File: src/hdl/nfc4_pkg.sv
// ----------------------------------------------------------------------------
// nfc4_pkg
// Types, constants, ROM contents and lookup functions shared by the
// ISO-DEP / Type 4 tag responder.
// ----------------------------------------------------------------------------
package nfc4_pkg;

    // Reply buffer size; a read may return at most REPLY_BYTES - 3 data words
    localparam int REPLY_BYTES = 64;

    // Frame position counter saturates once the application id has been seen
    localparam int          POS_W      = 4;
    localparam logic [3:0]  POS_HDR    = 4'd6;
    localparam logic [3:0]  POS_ID_END = 4'd8;
    localparam logic [3:0]  POS_AID_END = 4'd13;

    localparam int QUEUE_DEPTH = 2;

    // PCB classification masks and values
    localparam logic [7:0] PCB_I_MASK = 8'he2;
    localparam logic [7:0] PCB_I_VAL  = 8'h02;
    localparam logic [7:0] PCB_R_MASK = 8'he6;
    localparam logic [7:0] PCB_R_VAL  = 8'ha2;
    localparam logic [7:0] PCB_S_MASK = 8'hc7;
    localparam logic [7:0] PCB_S_VAL  = 8'hc2;
    localparam logic [7:0] PCB_R_ACK  = 8'ha2;

    // APDU codes
    localparam logic [7:0] CLA_ISO      = 8'h00;
    localparam logic [7:0] INS_SELECT   = 8'ha4;
    localparam logic [7:0] INS_READ_BIN = 8'hb0;
    localparam logic [7:0] P1_BY_NAME   = 8'h04;
    localparam logic [7:0] P2_BY_NAME   = 8'h00;
    localparam logic [7:0] P1_BY_ID     = 8'h00;
    localparam logic [7:0] P2_BY_ID     = 8'h0c;
    localparam logic [7:0] LC_AID       = 8'd7;
    localparam logic [7:0] LC_FILE_ID   = 8'd2;

    // File ids
    localparam logic [7:0] CAP_ID_HI  = 8'he1;
    localparam logic [7:0] CAP_ID_LO  = 8'h03;
    localparam logic [7:0] NDEF_ID_HI = 8'h00;
    localparam logic [7:0] NDEF_ID_LO = 8'h01;

    // Status words
    localparam logic [7:0] SW_OK_HI       = 8'h90;
    localparam logic [7:0] SW_NOT_FOUND   = 8'h6a;
    localparam logic [7:0] SW_NOT_FOUND_LO = 8'h82;
    localparam logic [7:0] SW_BAD_LEN     = 8'h67;
    localparam logic [7:0] SW_BAD_P1P2    = 8'h6b;
    localparam logic [7:0] SW_BAD_INS     = 8'h6d;
    localparam logic [7:0] SW_BAD_CLA     = 8'h6e;
    localparam logic [7:0] SW_ZERO        = 8'h00;

    // ROM files
    localparam int CC_LEN   = 15;
    localparam int NDEF_LEN = 44;

    localparam logic [7:0] CC_ROM [CC_LEN] = '{
        8'h00, 8'h0f, 8'h20, 8'h00, 8'hff, 8'h00, 8'h36,
        8'h04, 8'h06, 8'h00, 8'h01, 8'h00, 8'h2c, 8'h00, 8'hff
    };

    localparam logic [7:0] NDEF_ROM [NDEF_LEN] = '{
        8'h00, 8'h2a,
        8'hd1, 8'h01, 8'h26, 8'h55, 8'h04, 8'h67, 8'h69, 8'h74, 8'h68, 8'h75,
        8'h62, 8'h2e, 8'h63, 8'h6f, 8'h6d, 8'h2f,
        8'h67, 8'h65, 8'h6e, 8'h74, 8'h69, 8'h6c, 8'h6b, 8'h69, 8'h77, 8'h69,
        8'h2f, 8'h73, 8'h74, 8'h32, 8'h35, 8'h74,
        8'h62, 8'h5f, 8'h6b, 8'h61, 8'h6d, 8'h65, 8'h6c, 8'h65, 8'h6f, 8'h6e
    };

    typedef enum logic [1:0] {
        SEL_NONE = 2'd0,
        SEL_CC   = 2'd1,
        SEL_NDEF = 2'd2
    } sel_t;

    typedef enum logic {
        RK_SINGLE = 1'b0,
        RK_APDU   = 1'b1
    } reply_kind_t;

    // One queued reply: PCB word, optional ROM data run, status word
    typedef struct packed {
        reply_kind_t kind;
        logic [7:0]  pcb;
        logic [7:0]  sw_hi;
        logic [7:0]  sw_lo;
        logic        rom_ndef;
        logic [5:0]  offset;
        logic [5:0]  length;
    } reply_t;

    typedef enum logic {
        FR_RECV     = 1'b0,
        FR_CLASSIFY = 1'b1
    } front_state_t;

    typedef enum logic [2:0] {
        BK_IDLE  = 3'd0,
        BK_PCB   = 3'd1,
        BK_DATA  = 3'd2,
        BK_SW_HI = 3'd3,
        BK_SW_LO = 3'd4
    } back_state_t;

    // NDEF application id, one word per position
    function automatic logic [7:0] aid_byte(input logic [2:0] idx);
        logic [7:0] result;
        case (idx)
            3'd0:    result = 8'hd2;
            3'd1:    result = 8'h76;
            3'd2:    result = 8'h00;
            3'd3:    result = 8'h00;
            3'd4:    result = 8'h85;
            3'd5:    result = 8'h01;
            3'd6:    result = 8'h01;
            default: result = 8'h00;
        endcase
        return result;
    endfunction

    // File contents lookup
    function automatic logic [7:0] rom_byte(input logic ndef, input logic [5:0] addr);
        logic [7:0] result;
        result = 8'h00;
        if (ndef)
        begin
            if (addr < 6'(NDEF_LEN))
            begin
                result = NDEF_ROM[addr];
            end
        end
        else if (addr < 6'(CC_LEN))
        begin
            result = CC_ROM[addr[3:0]];
        end
        return result;
    endfunction

endpackage

File: src/hdl/nfc4_rx_if.sv
// ----------------------------------------------------------------------------
// nfc4_rx_if
// Received frame word channel: one frame word with its end-of-frame mark.
// ----------------------------------------------------------------------------
interface nfc4_rx_if;
    logic       valid;
    logic       ready;
    logic [7:0] rx_byte;
    logic       rx_last;

    modport source (output valid, output rx_byte, output rx_last, input ready);
    modport sink   (input valid, input rx_byte, input rx_last, output ready);
endinterface

File: src/hdl/nfc4_tx_if.sv
// ----------------------------------------------------------------------------
// nfc4_tx_if
// Reply frame word channel: one reply word with its end-of-frame mark.
// ----------------------------------------------------------------------------
interface nfc4_tx_if;
    logic       valid;
    logic       ready;
    logic [7:0] tx_byte;
    logic       tx_last;

    modport source (output valid, output tx_byte, output tx_last, input ready);
    modport sink   (input valid, input tx_byte, input tx_last, output ready);
endinterface

File: src/hdl/nfc4_front.sv
// ----------------------------------------------------------------------------
// nfc4_front
// Frame parser: collects header words and id match flags, then sorts the
// finished frame into a reply descriptor and pushes it to the queue when a reply is needed.
// ----------------------------------------------------------------------------
module nfc4_front
    import nfc4_pkg::*;
(
    input  logic        clk,
    input  logic        rst_n,
    nfc4_rx_if.sink     rx,
    output logic        push_valid,
    input  logic        push_ready,
    output reply_t      push_data
);

    front_state_t      state_reg, state_next;
    logic [POS_W-1:0]  pos_reg;
    logic [7:0]        hdr_reg [6];
    logic              aid_eq_reg;
    logic              cap_reg;
    logic              ndef_reg;
    sel_t              sel_reg;

    logic              rx_fire;
    logic              need_reply;
    logic              sel_write;
    sel_t              sel_value;
    reply_t            desc;
    logic              done;

    logic [7:0]        pcb, cla, ins, p1, p2, lc;
    logic [16:0]       read_end;
    logic [16:0]       file_len;

    assign rx_fire = rx.valid && rx.ready;
    assign pcb = hdr_reg[0];
    assign cla = hdr_reg[1];
    assign ins = hdr_reg[2];
    assign p1  = hdr_reg[3];
    assign p2  = hdr_reg[4];
    assign lc  = hdr_reg[5];
    assign read_end = {1'b0, p1, p2} + {9'd0, lc};
    assign file_len = (sel_reg == SEL_CC) ? 17'(CC_LEN) : 17'(NDEF_LEN);

    // Sort the finished frame and build its reply
    always_comb
    begin
        need_reply = 1'b0;
        sel_write  = 1'b0;
        sel_value  = SEL_NONE;
        desc.kind     = RK_APDU;
        desc.pcb      = PCB_I_VAL | {7'd0, pcb[0]};
        desc.sw_hi    = SW_OK_HI;
        desc.sw_lo    = SW_ZERO;
        desc.rom_ndef = (sel_reg == SEL_NDEF);
        desc.offset   = p2[5:0];
        desc.length   = 6'd0;
        if ((pcb & PCB_I_MASK) == PCB_I_VAL)
        begin
            need_reply = (pos_reg >= POS_HDR);
            if (cla != CLA_ISO)
            begin
                desc.sw_hi = SW_BAD_CLA;
            end
            else if (ins == INS_SELECT)
            begin
                sel_write = 1'b1;
                if (p1 == P1_BY_NAME && p2 == P2_BY_NAME)
                begin
                    if (lc != LC_AID)
                    begin
                        desc.sw_hi = SW_BAD_LEN;
                    end
                    else if (!(aid_eq_reg && pos_reg >= POS_AID_END))
                    begin
                        desc.sw_hi = SW_NOT_FOUND;
                        desc.sw_lo = SW_NOT_FOUND_LO;
                    end
                end
                else if (p1 == P1_BY_ID && p2 == P2_BY_ID)
                begin
                    if (lc != LC_FILE_ID)
                    begin
                        desc.sw_hi = SW_BAD_LEN;
                    end
                    else if (pos_reg >= POS_ID_END && cap_reg)
                    begin
                        sel_value = SEL_CC;
                    end
                    else if (pos_reg >= POS_ID_END && ndef_reg)
                    begin
                        sel_value = SEL_NDEF;
                    end
                    else
                    begin
                        desc.sw_hi = SW_NOT_FOUND;
                        desc.sw_lo = SW_NOT_FOUND_LO;
                    end
                end
                else
                begin
                    desc.sw_hi = SW_BAD_P1P2;
                end
            end
            else if (ins == INS_READ_BIN)
            begin
                if (sel_reg != SEL_CC && sel_reg != SEL_NDEF)
                begin
                    desc.sw_hi = SW_NOT_FOUND;
                    desc.sw_lo = SW_NOT_FOUND_LO;
                end
                else if (read_end > file_len || {1'b0, lc} > 9'(REPLY_BYTES - 3))
                begin
                    desc.sw_hi = SW_BAD_LEN;
                end
                else
                begin
                    desc.length = lc[5:0];
                end
            end
            else
            begin
                desc.sw_hi = SW_BAD_INS;
            end
        end
        else if ((pcb & PCB_R_MASK) == PCB_R_VAL)
        begin
            need_reply = pcb[4];
            desc.kind  = RK_SINGLE;
            desc.pcb   = PCB_R_ACK | {7'd0, ~pcb[0]};
        end
        else if ((pcb & PCB_S_MASK) == PCB_S_VAL)
        begin
            need_reply = 1'b1;
            desc.kind  = RK_SINGLE;
            desc.pcb   = pcb;
        end
    end

    // Next state
    always_comb
    begin
        state_next = state_reg;
        unique case (state_reg)
            FR_RECV:
            begin
                if (rx_fire && rx.rx_last)
                begin
                    state_next = FR_CLASSIFY;
                end
            end
            FR_CLASSIFY:
            begin
                if (!need_reply || push_ready)
                begin
                    state_next = FR_RECV;
                end
            end
            default: state_next = FR_RECV;
        endcase
    end

    // Outputs
    always_comb
    begin
        rx.ready   = (state_reg == FR_RECV);
        push_valid = (state_reg == FR_CLASSIFY) && need_reply;
        push_data  = desc;
        done       = (state_reg == FR_CLASSIFY) && (!need_reply || push_ready);
    end

    always_ff @(posedge clk or negedge rst_n)
    begin
        if (!rst_n)
        begin
            state_reg  <= FR_RECV;
            pos_reg    <= '0;
            aid_eq_reg <= 1'b1;
            cap_reg    <= 1'b1;
            ndef_reg   <= 1'b1;
            sel_reg    <= SEL_NONE;
        end
        else
        begin
            state_reg <= state_next;
            if (done)
            begin
                // Return frame state to its start values
                pos_reg    <= '0;
                aid_eq_reg <= 1'b1;
                cap_reg    <= 1'b1;
                ndef_reg   <= 1'b1;
                if (need_reply && sel_write)
                begin
                    sel_reg <= sel_value;
                end
            end
            else if (rx_fire)
            begin
                if (pos_reg < POS_AID_END)
                begin
                    pos_reg <= pos_reg + 1'b1;
                end
                if (pos_reg >= POS_HDR && pos_reg < POS_AID_END &&
                    rx.rx_byte != aid_byte(3'(pos_reg - POS_HDR)))
                begin
                    aid_eq_reg <= 1'b0;
                end
                if (pos_reg >= POS_HDR && pos_reg < POS_ID_END)
                begin
                    if (rx.rx_byte != (pos_reg[0] ? CAP_ID_LO : CAP_ID_HI))
                    begin
                        cap_reg <= 1'b0;
                    end
                    if (rx.rx_byte != (pos_reg[0] ? NDEF_ID_LO : NDEF_ID_HI))
                    begin
                        ndef_reg <= 1'b0;
                    end
                end
            end
        end
    end

    // Capture header words
    always_ff @(posedge clk)
    begin
        if (rx_fire && pos_reg < POS_HDR)
        begin
            hdr_reg[pos_reg[2:0]] <= rx.rx_byte;
        end
    end

endmodule

File: src/hdl/nfc4_queue.sv
// ----------------------------------------------------------------------------
// nfc4_queue
// Small FIFO of reply descriptors between the frame parser and the reply
// generator.
// ----------------------------------------------------------------------------
module nfc4_queue
    import nfc4_pkg::*;
(
    input  logic   clk,
    input  logic   rst_n,
    input  logic   push_valid,
    output logic   push_ready,
    input  reply_t push_data,
    output logic   pop_valid,
    input  logic   pop_ready,
    output reply_t pop_data
);

    localparam int PTR_W = $clog2(QUEUE_DEPTH);
    localparam int CNT_W = $clog2(QUEUE_DEPTH + 1);

    reply_t            slot_reg [QUEUE_DEPTH];
    logic [PTR_W-1:0]  wr_ptr_reg;
    logic [PTR_W-1:0]  rd_ptr_reg;
    logic [CNT_W-1:0]  count_reg;
    logic              push_fire;
    logic              pop_fire;

    assign push_ready = (count_reg != CNT_W'(QUEUE_DEPTH));
    assign pop_valid  = (count_reg != '0);
    assign pop_data   = slot_reg[rd_ptr_reg];
    assign push_fire  = push_valid && push_ready;
    assign pop_fire   = pop_valid && pop_ready;

    // Advance pointers and count
    always_ff @(posedge clk or negedge rst_n)
    begin
        if (!rst_n)
        begin
            wr_ptr_reg <= '0;
            rd_ptr_reg <= '0;
            count_reg  <= '0;
        end
        else
        begin
            if (push_fire)
            begin
                wr_ptr_reg <= (wr_ptr_reg == PTR_W'(QUEUE_DEPTH - 1)) ? '0 : wr_ptr_reg + 1'b1;
            end
            if (pop_fire)
            begin
                rd_ptr_reg <= (rd_ptr_reg == PTR_W'(QUEUE_DEPTH - 1)) ? '0 : rd_ptr_reg + 1'b1;
            end
            if (push_fire && !pop_fire)
            begin
                count_reg <= count_reg + 1'b1;
            end
            else if (pop_fire && !push_fire)
            begin
                count_reg <= count_reg - 1'b1;
            end
        end
    end

    // Store descriptors
    always_ff @(posedge clk)
    begin
        if (push_fire)
        begin
            slot_reg[wr_ptr_reg] <= push_data;
        end
    end

endmodule

File: src/hdl/nfc4_back.sv
// ----------------------------------------------------------------------------
// nfc4_back
// Reply generator: pops a descriptor and emits the PCB word and, for an APDU
// reply, ROM data and status word through a registered output stage.
// ----------------------------------------------------------------------------
module nfc4_back
    import nfc4_pkg::*;
(
    input  logic    clk,
    input  logic    rst_n,
    input  logic    pop_valid,
    output logic    pop_ready,
    input  reply_t  pop_data,
    nfc4_tx_if.source tx
);

    back_state_t state_reg, state_next;
    reply_t      desc_reg;
    logic [5:0]  idx_reg, idx_next;
    logic [5:0]  rem_reg, rem_next;
    logic        tx_valid_reg, tx_valid_next;
    logic [7:0]  tx_byte_reg, tx_byte_next;
    logic        tx_last_reg, tx_last_next;
    logic        out_free;
    logic        load;

    assign out_free   = !tx_valid_reg || tx.ready;
    assign tx.valid   = tx_valid_reg;
    assign tx.tx_byte = tx_byte_reg;
    assign tx.tx_last = tx_last_reg;

    // Next state
    always_comb
    begin
        state_next = state_reg;
        unique case (state_reg)
            BK_IDLE:
            begin
                if (pop_valid)
                begin
                    state_next = BK_PCB;
                end
            end
            BK_PCB:
            begin
                if (out_free)
                begin
                    if (desc_reg.kind == RK_SINGLE)
                    begin
                        state_next = BK_IDLE;
                    end
                    else if (desc_reg.length == 6'd0)
                    begin
                        state_next = BK_SW_HI;
                    end
                    else
                    begin
                        state_next = BK_DATA;
                    end
                end
            end
            BK_DATA:
            begin
                if (out_free && rem_reg == 6'd1)
                begin
                    state_next = BK_SW_HI;
                end
            end
            BK_SW_HI:
            begin
                if (out_free)
                begin
                    state_next = BK_SW_LO;
                end
            end
            BK_SW_LO:
            begin
                if (out_free)
                begin
                    state_next = BK_IDLE;
                end
            end
            default: state_next = BK_IDLE;
        endcase
    end

    // Outputs
    always_comb
    begin
        pop_ready    = (state_reg == BK_IDLE);
        load         = 1'b0;
        tx_byte_next = tx_byte_reg;
        tx_last_next = tx_last_reg;
        idx_next     = idx_reg;
        rem_next     = rem_reg;
        unique case (state_reg)
            BK_IDLE:
            begin
                idx_next = pop_data.offset;
                rem_next = pop_data.length;
            end
            BK_PCB:
            begin
                load         = out_free;
                tx_byte_next = desc_reg.pcb;
                tx_last_next = (desc_reg.kind == RK_SINGLE);
            end
            BK_DATA:
            begin
                load         = out_free;
                tx_byte_next = rom_byte(desc_reg.rom_ndef, idx_reg);
                tx_last_next = 1'b0;
                if (out_free)
                begin
                    idx_next = idx_reg + 1'b1;
                    rem_next = rem_reg - 1'b1;
                end
            end
            BK_SW_HI:
            begin
                load         = out_free;
                tx_byte_next = desc_reg.sw_hi;
                tx_last_next = 1'b0;
            end
            BK_SW_LO:
            begin
                load         = out_free;
                tx_byte_next = desc_reg.sw_lo;
                tx_last_next = 1'b1;
            end
            default:
            begin
                load = 1'b0;
            end
        endcase
        if (load)
        begin
            tx_valid_next = 1'b1;
        end
        else if (tx.ready)
        begin
            tx_valid_next = 1'b0;
        end
        else
        begin
            tx_valid_next = tx_valid_reg;
        end
    end

    always_ff @(posedge clk or negedge rst_n)
    begin
        if (!rst_n)
        begin
            state_reg    <= BK_IDLE;
            tx_valid_reg <= 1'b0;
        end
        else
        begin
            state_reg    <= state_next;
            tx_valid_reg <= tx_valid_next;
        end
    end

    // Hold descriptor and output word
    always_ff @(posedge clk)
    begin
        if (state_reg == BK_IDLE && pop_valid)
        begin
            desc_reg <= pop_data;
        end
        idx_reg <= idx_next;
        rem_reg <= rem_next;
        if (load)
        begin
            tx_byte_reg <= tx_byte_next;
            tx_last_reg <= tx_last_next;
        end
    end

endmodule

File: src/hdl/nfc_type4_tag_apdu_responder_unit.sv
// ----------------------------------------------------------------------------
// nfc_type4_tag_apdu_responder_unit
// ISO-DEP responder for a read-only Type 4 tag with fixed CC and NDEF files.
// ----------------------------------------------------------------------------
// Usage:
//   rx carries received frame words, PCB first, rx_last on the final word.
//   tx carries the reply frame, PCB first, tx_last on the final word; frames
//   that need no reply (short I-block, R-ACK, unknown PCB) produce nothing.
//   A word that is not the end of a frame is taken without hold-off. After
//   the final word the frame parser sorts the frame and hands the reply
//   descriptor to a two-entry queue; rx is held off while it does so. The
//   reply generator pops the descriptor and registers the first reply word
//   in its output stage, then gives one reply word per cycle while tx is
//   ready. A reply is 1 to 47 words (PCB, up to 44 data words, status word).
//   The reply generator runs from the queue on its own, so the next frame
//   can be received while a reply is still going out; when tx stalls and
//   the queue is full, rx stalls at the next frame end.
//   Reset clears the selected file, the frame parser, the queue and the
//   output stage; no reply is pending after reset.
// ----------------------------------------------------------------------------
module nfc_type4_tag_apdu_responder_unit
    import nfc4_pkg::*;
(
    input  logic        clk,
    input  logic        rst_n,
    nfc4_rx_if.sink     rx,
    nfc4_tx_if.source   tx
);

    logic   push_valid;
    logic   push_ready;
    reply_t push_data;
    logic   pop_valid;
    logic   pop_ready;
    reply_t pop_data;

    // Parse and sort frames
    nfc4_front u_front (
        .clk        (clk),
        .rst_n      (rst_n),
        .rx         (rx),
        .push_valid (push_valid),
        .push_ready (push_ready),
        .push_data  (push_data)
    );

    // Decouple parser from reply generator
    nfc4_queue u_queue (
        .clk        (clk),
        .rst_n      (rst_n),
        .push_valid (push_valid),
        .push_ready (push_ready),
        .push_data  (push_data),
        .pop_valid  (pop_valid),
        .pop_ready  (pop_ready),
        .pop_data   (pop_data)
    );

    // Emit reply words
    nfc4_back u_back (
        .clk       (clk),
        .rst_n     (rst_n),
        .pop_valid (pop_valid),
        .pop_ready (pop_ready),
        .pop_data  (pop_data),
        .tx        (tx)
    );

endmodule

File: src/flat_wrapper.sv
// flat-port wrapper written by rule: the top's interface ports become plain ports
module nfc_type4_tag_apdu_responder_unit_flat import nfc4_pkg::*;
  (clk, rst_n, rx_valid, rx_rx_byte, rx_rx_last, rx_ready, tx_valid, tx_tx_byte, tx_tx_last, tx_ready);
  nfc4_rx_if rx_i ();
  nfc4_tx_if tx_i ();
  input  logic clk;
  input  logic rst_n;
  input wire logic [$bits(rx_i.valid)-1:0] rx_valid;
  input wire logic [$bits(rx_i.rx_byte)-1:0] rx_rx_byte;
  input wire logic [$bits(rx_i.rx_last)-1:0] rx_rx_last;
  output wire logic [$bits(rx_i.ready)-1:0] rx_ready;
  output wire logic [$bits(tx_i.valid)-1:0] tx_valid;
  output wire logic [$bits(tx_i.tx_byte)-1:0] tx_tx_byte;
  output wire logic [$bits(tx_i.tx_last)-1:0] tx_tx_last;
  input wire logic [$bits(tx_i.ready)-1:0] tx_ready;
  assign rx_i.valid = rx_valid;
  assign rx_i.rx_byte = rx_rx_byte;
  assign rx_i.rx_last = rx_rx_last;
  assign rx_ready = rx_i.ready;
  assign tx_valid = tx_i.valid;
  assign tx_tx_byte = tx_i.tx_byte;
  assign tx_tx_last = tx_i.tx_last;
  assign tx_i.ready = tx_ready;
  nfc_type4_tag_apdu_responder_unit u_core (.clk(clk), .rst_n(rst_n), .rx(rx_i), .tx(tx_i));
endmodule
File: config.mk
export PLATFORM = sky130hd
export DESIGN_NAME = nfc_type4_tag_apdu_responder_unit_flat
export DESIGN_NICKNAME = d
export VERILOG_FILES = /design/src/hdl/nfc4_pkg.sv /design/src/hdl/nfc4_rx_if.sv /design/src/hdl/nfc4_tx_if.sv /design/src/hdl/nfc4_front.sv /design/src/hdl/nfc4_queue.sv /design/src/hdl/nfc4_back.sv /design/src/hdl/nfc_type4_tag_apdu_responder_unit.sv /design/src/flat_wrapper.sv
export SDC_FILE = /design/constraint.sdc
export NUM_CORES = 1
export LEC_CHECK = 0
export BUFFER_PORTS_ARGS = -buffer_cell sky130_fd_sc_hd__buf_2
export CORE_MARGIN = 2
export CORE_UTILIZATION = 40
export CTS_BUF_LIST = sky130_fd_sc_hd__clkbuf_4
export DETAILED_ROUTE_END_ITERATION = 6
export PLACE_DENSITY = 0.56
export REMOVE_ABC_BUFFERS = 1
export SKIP_LAST_GASP = 1
export SYNTH_ARGS = -nofsm -noshare
export SYNTH_HDL_FRONTEND = slang
export SYNTH_SLANG_ARGS = --single-unit
export TNS_END_PERCENT = 30
File: constraint.sdc
create_clock -name clk -period 10.3 [get_ports clk]
set_clock_uncertainty 0.15 [all_clocks]
set_input_delay 1.545 -clock clk [delete_from_list [all_inputs] [get_ports clk]]
set_output_delay 1.545 -clock clk [all_outputs]
set_load 0.005 [all_outputs]
---- Word level (Yosys, flattened, before mapping) ----
Memories as Yosys holds them, arrays and structs flattened.
Index checks and enable logic that the tools add are counted.
word-level totals
  memories kept ........................... 4
  word-level logic and storage cells ...... 237
  RAM bits ................................ 124
  memory bits (read-only) ................. 640
  register bits ........................... 71
  bits in latches ......................... 0
  input bits .............................. 13
memories
  name                     words  bits a word  read ports  clocked after Yosys merged registers in  wr ports  RTL line          RTL
  (name not given)         64     8            1           0                                        0         nfc4_pkg.sv:132   result = NDEF_ROM[addr];
  (name not given)         16     8            1           0                                        0         nfc4_pkg.sv:137   result = CC_ROM[addr[3:0]];
  u_core.u_queue.slot_reg  2      38           1           0                                        1         nfc4_queue.sv:22  reply_t slot_reg [QUEUE_DEPTH];
  u_core.u_front.hdr_reg   6      8            6           0                                        1         nfc4_front.sv:19  logic [7:0] hdr_reg [6];
operators by class
  magnitude comparators ................... 12
  multiply operators ...................... 0
  equal/unequal tests ..................... 32
  multiplexer cells ....................... 97
  shifts and indexed selects .............. 0
  reduce and logical (&&, ||, !) cells .... 57
  bitwise operators ....................... 5
  $add $sub $neg .......................... 9
  divide/modulo/power cells ............... 0
operators with widths
  cell                number
  $mux 8              23
  $mux 16             6
  $pmux 8 s4          2
  $mux 6              9
  $mux 1              30
  $mux 9              3
  $pmux 6 s2          2
  $mux 2              11
  $logic_and 1x1->1   20
  $reduce_bool 2->1   10
  $add 16x8->17       1
  $gt 17x6->1         1
  $eq 8x8->1 const B  2
  $logic_not 8->1     2
  $ne 2x2->1 const B  8
  $ne 8x8->1          2
  $mux 3              5
  $pmux 3 s5          1
  $eq 3x3->1 const B  4
  $mux 4              3
  $reduce_and 2->1    6
  $eq 5x5->1 const B  2
  $eq 8x3->1 const B  1
  $eq 8x4->1 const B  1
  other kinds (42)    57

---- Longest topological paths before layout ----
An unclocked memory read counts as a cell.
  depth after elaboration ................. 14
  mapped depth ............................ 11
  depth with buffers taken out ............ 10

---- Hierarchy ----
A second synthesis with hierarchy kept.
second synthesis, totals
  cell total of the unflattened synthesis .. 818
  area total of the unflattened synthesis .. 9974.6 µm²
by module, submodules not included
  module      seq. area each (µm²)  cells an instance  area an instance (µm²)  instances
  nfc4_front  1695.4                351                3656.0                  1
  nfc4_back   1691.6                331                3335.7                  1
  nfc4_queue  2382.3                136                2982.9                  1

---- Worst setup path after synthesis ----
Ideal clock, no wire load.
  path kind ............................... reg-to-reg
  start ................................... memory u_core.u_front.hdr_reg[0][6]
  end ..................................... memory u_core.u_queue.slot_reg[0][0] (netlist name), enable pin
  arrival ................................. 3.329 ns
  cell stages (with the launch flop) ...... 4
  slack ................................... 6.369 ns
  setup time .............................. 0.451 ns
  required time ........................... 9.699 ns
  buffers on the path ..................... 0
  period minus slack after synthesis ...... 3.931 ns
  cells stage by stage .................... edfxtp_1 > nor4b_1 > a221oi_1 > nor3_1
RTL lines
  item                RTL line
  start: declaration  nfc4_front.sv:19
  end: declaration    nfc4_queue.sv:22

==> out/qor.yml <==
cells_and_area:
  fin_area_um2: 9234
  final_cell_count_no_fill: 1039
  postLayoutCoreUtil: 0.4393
  nets: 795
  final_layout_size_suffix_gt1_frac: 0.1324
  largest_register_ffs: 58
  fillers: 1950
  syn2layout_area_growth_pct: 8.053
power:
  powerDensity_nw_per_um2: 245.9
  power.leakage_nw: 3.181
  ir_drop_mv: 0.1128
  p_total_mw: 2.270
global_routing:
  busiest_layer: "met2"
  gr-usage-all-layers: 0.1681
  grt_pass1_vias: 5463
  grt_antenna_before_repair: 1
  overflow: 0
  grt_util_met2: 0.2751
  use_met3: 0.03424
  gr-usage-met1: 0.2238
  grt_pass1_wl_um: 29080
  grt_max_degree: 37
setup_path:
  cp_slowest_stage_delay_ns: 0.51
  endpoint_kind: "register"
  crit_path_frequent_cell: "ha_1"
  cp.arrival_ns: 3.63
  critPathSlowestCell: "edfxtp_1"
  path_max_fanout: 5
  startpoint_type: "register"
  crit_chain: "ha_1, a211oi_2, o21a_1, xnor2_1, ha_1, nand3_1, o32ai_1, o22ai_1, or3_4, nor4_1"
  path_class: "reg -> reg"
  required_ns: 10.45
outcome:
  status: "finished clean"
logic_synthesis:
  async_flop_share: 0.1071
  synth_cells: 731
  ys_seq_area_frac: 0.5802
  syn_area_um2: 8546
  ys_types: 71
  ys_ff_latch: 168
  yosys_warnings: 0
  synth_edf_count: 150
  yosys_most_used_dff: "edfxtp_1"
  syn_area_per_cell_um2: 11.69
floorplan:
  rows: 53
  initial_core_util: 0.4065
  core_um2: 21020
  die-area_um2: 22550
  die_h_um: 150.2
  num_io_pins: 24
  dieWidth_um: 150.2
sta:
  setup_viol: 0
  rsz0062_at_grt: "no"
  worst_slew_pin_slew_ns: 1.058
  finalCritPeriodShare: 0.3379
  setup_ws_ns: 6.819
  fin_tns_setup_ns: 0
  final_max_slew_viol_count: 0
  slew_headroom: 0.2850
  fmax_mhz: 287.3
  hold_viol_final: 0
  period_minus_slack_ns: 3.481
  hold_ws_ns: 0.3720
detailed_routing:
  viasPerCell: 5.423
  dr.first_iter.drc_count: 309
  routed_wirelength_um: 18020
  num_vias: 5634
  drtPass1Iterations: 4
  routedWlPerCell_um: 17.35
  drc: 0
  ant_nets: 0
cts:
  cts_buffers: 17
  cts_hold_buf: 0
  clk_pin_slew_ns: 0.15
  cts_tree: "yes"
  cts-root-buf: "clkbuf_4"
  clkLatencyLatePin_ns: 0.55
  cts_buffer_depth: 2
  htreeDepth: 4
  cts_resized: 0
  post_cts_buffers: 0
  cts_num_sinks: 168
run:
  max_cap_viol_count: 0
place:
  io_buffers: 23
  routabilityCongestion: 0.8615
  post-place-ws_ns: 6.803
  dp_hpwl_um: 12860
  placed_cells: 1006
  postPlaceCellArea_um2: 8931
min_path:
  hold_class: "reg -> reg"
==> synth_stat cells, types with 9 or more instances <==
master	number	area, um2
nand2b_1	11	68.82
dfrtp_1	15	375.4
edfxtp_1	150	4504
nand3_1	16	80.08
mux2_2	24	270.3
a211oi_1	9	67.56
nor2b_1	15	93.84
inv_1	34	127.6
nor3_1	25	125.1
ha_1	31	387.9
nand2_1	58	217.7
a221oi_1	9	78.83
clkbuf_1	21	78.83
a21oi_1	45	225.2
o21ai_0	41	205.2
nor2_1	57	214.0
xnor2_1	16	140.1
mux2i_1	12	120.1
a31oi_1	10	62.56
==> where the power goes <==
group | switching, mW | leakage, nW | total (mW) | internal [mW]
Clock | 0.237 | 0.162 | 0.395 | 0.158
Combinational | 0.453 | 1.40 | 0.766 | 0.314
Sequential | 0.170 | 1.62 | 1.11 | 0.939
==> worst paths after layout <==
path	slack [ns]	depth (start not counted)	endpoint	from
hold reg to reg	0.37	1	u_core.u_queue.count_reg[1]$_DFFE_PN0P_	u_core.u_queue.count_reg[1]$_DFFE_PN0P_
setup reg to reg	6.82	10	u_core.u_queue.slot_reg[1][3]$_DFFE_PP_	u_core.u_front.hdr_reg[4][1]$_DFFE_PP_
min in group asynchronous	0.78	1	u_core.u_back.state_reg[0]$_DFFE_PN0P_	rst_n
setup / recovery	6.82	10	u_core.u_queue.slot_reg[1][3]$_DFFE_PP_	u_core.u_front.hdr_reg[4][1]$_DFFE_PP_
max in group asynchronous	8.86	1	u_core.u_front.cap_reg$_DFFE_PN1P_	rst_n
hold / removal	0.37	1	u_core.u_queue.count_reg[1]$_DFFE_PN0P_	u_core.u_queue.count_reg[1]$_DFFE_PN0P_
==> metal layers <==
layer | vias up | share of wire | routed length (um)
met4 | 0 | 0.018 | 329
met2 | 87 | 0.49 | 8806
met3 | 19 | 0.025 | 455
met1 | 2748 | 0.47 | 8430
li1 | 2780 | - | -
met5 | - | 0 | 0
==> logic make-up (layout without fill, tap and decap cells) <==
kind of cell,after synthesis,in the layout,synth area share
and+or+nand+nor,239,239,0.1432
DFF,168,168,0.5802
AOI/OAI and AO/OA,166,166,0.1253
buffers and inverters,63,93,0.02972
muxes,37,37,0.04832
adders and majority gates,32,32,0.04773
xor gates and xnor gates,24,24,0.02460
other,2,5,0.0008788
==> critical path: cells and delay by family, from the launching register on <==
family                     cells  cell delay, ns
DFF                            1            0.51
AOI/OAI and AO/OA              4            0.95
and+or+nand+nor                3            0.89
adders and majority gates      2            0.65
xor gates and xnor gates       1            0.08
==> cell type report <==
cell class / instances / area, um2 / area share
Antenna cell: 1 / 2.502 / 0.0002710
Clock buffer: 19 / 142.6 / 0.01545
Clock inverter: 13 / 157.7 / 0.01707
Inverter: 34 / 127.6 / 0.01382
Multi-Input combinational cell: 502 / 3356 / 0.3634
Sequential cell: 168 / 4959 / 0.5370
Tap cell: 275 / 344.1 / 0.03726
Timing Repair Buffer: 27 / 145.1 / 0.01572
==> cell usage in the layout (no fill, tap or decap), types with 5 or more instances in the layout <==
master	Yosys	routed
nor4_1	8	8
o31ai_1	6	6
buf_2	2	23
nand3_1	16	16
and3_1	5	5
clkbuf_4	0	19
a221oi_1	9	9
ha_1	31	31
inv_1	34	34
nand2b_1	11	11
nor3_1	25	24
nand4_1	6	6
a211oi_1	9	8
mux2_2	24	24
xnor2_1	16	16
or3_1	5	5
a21o_1	6	6
mux2i_1	12	12
dfrtp_1	15	15
o21ai_0	41	41
nor2b_1	15	15
edfxtp_1	150	150
inv_6	0	8
a31oi_1	10	10
nand2_1	58	58
and2_1	6	6
a21oi_1	45	45
nor2_1	57	57
xor2_1	8	8
Power figures use the tool's default switching activity.
